`config.mk`:
```
export PLATFORM = sky130hd
export DESIGN_NAME = psed_front
export DESIGN_NICKNAME = d
export VERILOG_FILES = /design/src/sv/psed_pkg.sv /design/src/sv/psed_front.sv
export SDC_FILE = /design/constraint.sdc
export NUM_CORES = 1
export LEC_CHECK = 0
export BUFFER_PORTS_ARGS = -buffer_cell sky130_fd_sc_hd__buf_2
export CELL_PAD_IN_SITES_DETAIL_PLACEMENT = 0
export CELL_PAD_IN_SITES_GLOBAL_PLACEMENT = 1
export CORE_MARGIN = 3
export CORE_UTILIZATION = 35
export DETAILED_ROUTE_END_ITERATION = 12
export PLACE_DENSITY = 0.61
export SETUP_SLACK_MARGIN = 0.5
export SYNTH_ARGS = -nofsm -noshare
export SYNTH_HDL_FRONTEND = slang
export SYNTH_SLANG_ARGS = --single-unit
```
`constraint.sdc`:
```
create_clock -name clk -period 5.8 [get_ports clk]
set_input_delay 0.87 -clock clk [delete_from_list [all_inputs] [get_ports clk]]
set_output_delay 0.87 -clock clk [all_outputs]
set_load 0.005 [all_outputs]
```
`src/sv/psed_pkg.sv`:
```
package psed_pkg;

  localparam int QUEUE_DEPTH = 32;
  localparam int EVENT_COUNT = 128;
  localparam int MASK_BITS   = 32;

  // Fixed field widths
  localparam int REQ_W   = 2;
  localparam int EVENT_W = 7;
  localparam int MOD_W   = 6;
  localparam int VALUE_W = 32;
  localparam int OMASK_W = 32;
  localparam int ELIM_W  = 8;
  localparam int MLIM_W  = 6;
  localparam int CFG_IDX_W  = 2;
  localparam int CFG_DATA_W = 8;

  localparam int QA_W   = (QUEUE_DEPTH > 1) ? $clog2(QUEUE_DEPTH) : 1;
  localparam int QC_W   = $clog2(QUEUE_DEPTH + 1);
  localparam int EA_W   = (EVENT_COUNT > 1) ? $clog2(EVENT_COUNT) : 1;
  localparam int MB_W   = (MASK_BITS > 1) ? $clog2(MASK_BITS) : 1;

  // Command queue between front and back
  localparam int CQ_DEPTH = 4;
  localparam int CQA_W    = $clog2(CQ_DEPTH);
  localparam int CQC_W    = $clog2(CQ_DEPTH + 1);

  // Request codes
  localparam logic [REQ_W-1:0] REQ_SUB  = 2'd0;
  localparam logic [REQ_W-1:0] REQ_PUB  = 2'd1;
  localparam logic [REQ_W-1:0] REQ_DISP = 2'd2;

  // Configuration register indexes
  localparam logic [CFG_IDX_W-1:0] CFG_EVENTS_LIMIT  = 2'd0;
  localparam logic [CFG_IDX_W-1:0] CFG_MODULES_LIMIT = 2'd1;

  // Command kinds
  localparam logic [1:0] CMD_SUB  = 2'd0;
  localparam logic [1:0] CMD_PUB  = 2'd1;
  localparam logic [1:0] CMD_DISP = 2'd2;

  typedef logic [MASK_BITS-1:0] mask_t;

  typedef struct packed {
    logic [REQ_W-1:0]   req_type;
    logic [EVENT_W-1:0] event_id;
    logic [MOD_W-1:0]   module_id;
    logic [VALUE_W-1:0] event_value;
  } in_item_t;

  typedef struct packed {
    logic [OMASK_W-1:0] subscriber_mask;
    logic [EVENT_W-1:0] out_event;
    logic [VALUE_W-1:0] out_value;
  } out_item_t;

  typedef struct packed {
    logic [1:0]         kind;
    logic [EVENT_W-1:0] event_id;
    logic [MB_W-1:0]    bit_idx;
    logic [VALUE_W-1:0] value;
  } cmd_t;

  typedef struct packed {
    logic [EVENT_W-1:0] event_id;
    logic [VALUE_W-1:0] value;
  } qent_t;

  function automatic logic event_ok(input logic [EVENT_W-1:0] ev,
                                    input logic [ELIM_W-1:0]  lim);
    event_ok = (ev != '0) && ({{(ELIM_W-EVENT_W){1'b0}}, ev} < lim);
  endfunction

  function automatic logic [QA_W-1:0] qptr_inc(input logic [QA_W-1:0] p);
    if (p == QA_W'(QUEUE_DEPTH - 1)) begin
      qptr_inc = '0;
    end else begin
      qptr_inc = p + 1'b1;
    end
  endfunction

endpackage

```
`src/sv/psed_front.sv`:
```
module psed_front (
  input  logic                       clk,
  input  logic                       rst_n,
  input  logic                       in_push,
  output logic                       in_full,
  input  psed_pkg::in_item_t         in_item,
  input  logic [psed_pkg::ELIM_W-1:0] events_limit,
  input  logic [psed_pkg::MLIM_W-1:0] modules_limit,
  output logic                       cmd_valid,
  output psed_pkg::cmd_t             cmd,
  input  logic                       cmd_pop
);
  import psed_pkg::*;

  cmd_t              cq_r [CQ_DEPTH];
  logic [CQA_W-1:0]  wr_r, wr_nxt;
  logic [CQA_W-1:0]  rd_r, rd_nxt;
  logic [CQC_W-1:0]  cnt_r, cnt_nxt;

  logic              accept;
  logic              keep;
  logic              sub_ok;
  logic [MOD_W-1:0]  mod_m1;
  cmd_t              cmd_new;
  logic              do_pop;

  assign in_full   = (cnt_r == CQC_W'(CQ_DEPTH));
  assign accept    = in_push && !in_full;
  assign cmd_valid = (cnt_r != '0);
  assign cmd       = cq_r[rd_r];
  assign do_pop    = cmd_pop && cmd_valid;
  assign mod_m1    = in_item.module_id - 1'b1;

  // Subscribe checks depend only on configuration, so settle them here
  always_comb begin
    sub_ok = (in_item.module_id != '0) &&
             (in_item.module_id < modules_limit) &&
             event_ok(in_item.event_id, events_limit) &&
             (int'(in_item.event_id) < EVENT_COUNT) &&
             (int'(mod_m1) < MASK_BITS);
    cmd_new.event_id = in_item.event_id;
    cmd_new.bit_idx  = MB_W'(mod_m1);
    cmd_new.value    = in_item.event_value;
    cmd_new.kind     = CMD_SUB;
    keep             = 1'b0;
    case (in_item.req_type)
      REQ_SUB: begin
        cmd_new.kind = CMD_SUB;
        keep         = sub_ok;
      end
      REQ_PUB: begin
        cmd_new.kind = CMD_PUB;
        keep         = 1'b1;
      end
      REQ_DISP: begin
        cmd_new.kind = CMD_DISP;
        keep         = 1'b1;
      end
      default: begin
        keep = 1'b0;
      end
    endcase
  end

  always_comb begin
    wr_nxt  = wr_r;
    rd_nxt  = rd_r;
    cnt_nxt = cnt_r;
    if (accept && keep) begin
      wr_nxt = wr_r + 1'b1;
    end
    if (do_pop) begin
      rd_nxt = rd_r + 1'b1;
    end
    if ((accept && keep) && !do_pop) begin
      cnt_nxt = cnt_r + 1'b1;
    end else if (!(accept && keep) && do_pop) begin
      cnt_nxt = cnt_r - 1'b1;
    end
  end

  always_ff @(posedge clk) begin
    if (!rst_n) begin
      wr_r  <= '0;
      rd_r  <= '0;
      cnt_r <= '0;
    end else begin
      wr_r  <= wr_nxt;
      rd_r  <= rd_nxt;
      cnt_r <= cnt_nxt;
    end
  end

  always_ff @(posedge clk) begin
    if (accept && keep) begin
      cq_r[wr_r] <= cmd_new;
    end
  end

endmodule

```
==> metrics.cfg <==
[synthesis]
syn-num-nets = 441
yosysTopAreaCellShare_pct = 73.1
synth-seq-area-share_pct = 75.5
synth-seq-cells = 193
syn_inst = 353
synthFlopType = edfxtp_1
async_flop_share_pct = 0
yosys-top-cells-area = edfxtp_1, mux4_2, ha_1
yosys_warnings = 0
yosysUniqueCellTypes = 35
synth_edf_count = 184
netlist_area_sq_um = 7560
syn_avg_cell_area_sq_um = 21.4
yosys.area.top_type = edfxtp_1

[power_and_ir_drop]
p_sw_share_pct = 25.0
combPwrFrac_pct = 17.2
p_int_mw = 2.60
irDropWorstVdd_v = 0.000201
pwr-share-seq_pct = 49.2
clkPwrFrac_pct = 33.6
leakage_nw = 3.17
power.density_nw_per_um2 = 381
p_sw_mw = 0.868

[grt]
use_met3_pct = 3.85
grt_pass1_wl_mm = 23.1
met2_usage_pct = 20.4
overflow = 0
grt_max_degree = 47
grt_pass1_vias = 4057
grt_usage_pct = 13.0
grtUsageMet1_pct = 17.7
grt-busiest-layer = met2
antenna_found_initial = 0

[layout]
layout_commonest_cell = edfxtp_1
final_cell_mix = edfxtp_1, buf_2, mux4_2, ha_1, inv_1
area_delta_synth_final_pct = 20.3
stdcell_count = 767
drive_gt1_share_pct = 41.5
nets = 567
diodes = 0

[worst_hold_path]
hp-class = reg -> reg
hold_depth = 2

[floorplanning]
die-height_microns = 153
fp-row-count = 53
start_util_pct = 35.7
ios = 113
core_area_sq_um = 21200
die_width_microns = 153
die-area_sq_um = 23400

[run_status]
status = completed

[timing]
maxSlewViolCount = 0
setup_violations = 0
period_minus_slack_ps = 3490
max_slew.worst_pin.slew_ps = 990
hold_viol_final = 0
relSlewSlack_pct = 34.0
fin_crit_sh_pct = 60.2
rsz0062_at_grt = no
max_freq_mhz = 287
finClkSkew_ps = 9.42
fin_tns_setup_ps = 0

[clock_tree]
cts_buffers = 17
cts_resized = 0
cts_hold_buf = 0
cts_tree = done
postCtsSetupBuffers = 0
clock_path_buffers = 2
clk_latency_ps = 420
cts_max_level = 4
clkSinkCount = 193
clkTransAtPathRegs_ps = 70
cts.root.buffer_cell = clkbuf_16

[critical_path]
cp-endpoint = cq_r[0][45]
cp_max_fo = 27
critPathKind = in -> reg
r2r-end = cq_r[0][45]
worstSetupStartpointType = primary input
cp.arrival_ps = 3580
r2r_slack_ps = 2820
required_ps = 5890
cp-end-kind = flip-flop
reg2reg_from = cnt_r[0]
startpoint = in_item[32]
reg2reg_depth = 6

[routing]
drtAntennaViolNets = 0
routedWlPerCell_microns = 19.1
viasPerCell = 4.81
drc = 0
num_vias = 3686
drt_wl_total_mm = 14.7
drt-initial-drc-count = 223
firstDrtPassIters = 5

[placed_design]
gp_congestion = 0.752
dp_hpwl_mm = 9.46
dp.cells = 735
io_buffers = 112

[run]
maxCapViolCount = 0

-- cell type report --
| class | count | area, sq um |
|---|---|---|
| clock buffers | 17 | 425 |
| clock inverters | 15 | 173 |
| fillers | 1859 | 12100 |
| inverters | 20 | 75.1 |
| multi-input cells | 129 | 1760 |
| flip-flops and latches | 193 | 5710 |
| well taps | 275 | 344 |
| repair buffers | 118 | 606 |
-- routing by layer --
| metal | wire length [microns] | share of wire (%) | up-vias |
|---|---|---|---|
| li1 | - | - | 1681 |
| met1 | 6840 | 47 | 1895 |
| met2 | 6990 | 48 | 104 |
| met3 | 754 | 5.1 | 6 |
| met4 | 97 | 0.66 | 0 |
| met5 | 0 | 0 | - |
-- critical path, stage by stage --
cell	delay [ps]
buf_2	110
inv_1	110
ha_1	220
o21bai_1	150
a21oi_1	140
a41oi_1	70
o41a_1	680
nor2b_4	780
buf_4	440
-- worst min path at each step --
stage                  start       end  slack (ps)
floorplan           cnt_r[2]  cnt_r[2]         470
detailed placement   wr_r[0]   wr_r[0]         500
global route         wr_r[0]   wr_r[0]         550
global placement    cnt_r[2]  cnt_r[2]         480
CTS                  wr_r[1]   wr_r[1]         510
finish               wr_r[1]   wr_r[1]         510
-- cells in the mapped netlist, drive strengths merged, types with 3 or more instances --
library cell / count
inv: 20
clkbuf: 6
buf: 5
edfxtp: 184
nor2: 3
nand2: 9
xor2: 3
xnor2: 4
nor3b: 4
dfxtp: 9
ha: 22
nor3: 3
nor2b: 5
mux2i: 3
mux4: 46
and2: 4
o21ai: 5
-- logic make-up after synthesis --
logic type,Yosys count,share of synthesized area [%]
AND/OR/NAND/NOR,34,2.70
buffers and inverters,31,1.62
adder cells (fa/ha/maj),23,3.91
XOR/XNOR,7,0.811
AO/OA/AOI/OAI,16,1.41
flip-flops,193,75.5
multiplexers,49,14.1
-- power groups by stage --
stage | logic [mW] | registers (mW) | clock network, mW
floorplan | 0.433 | 1.65 | 0
global placement | 0.609 | 1.74 | 0
detailed placement | 0.613 | 1.74 | 0
CTS | 0.615 | 1.71 | 1.19
global route | 0.652 | 1.73 | 1.25
finish | 0.597 | 1.70 | 1.16
-- registers in the layout, indices dropped and copies added, names as in the netlist, named ones only --
signal  count
cq_r      184
cnt_r       3
wr_r        2
rd_r        2
-- metrics by stage --
step	worst slack [ps]	hold WS (ps)	utilization, %	cell area, sq um	power (mW)
CTS	2260	515	43.0	9100	3.52
global route	2100	552	43.0	9100	3.63
finish	2310	509	43.0	9100	3.46
detailed placement	1790	505	40.2	8500	2.36
global placement	1840	481	40.2	8500	2.35
floorplan	1260	467	-	7560	2.08
Note: power is estimated with default switching activity, not from simulation.
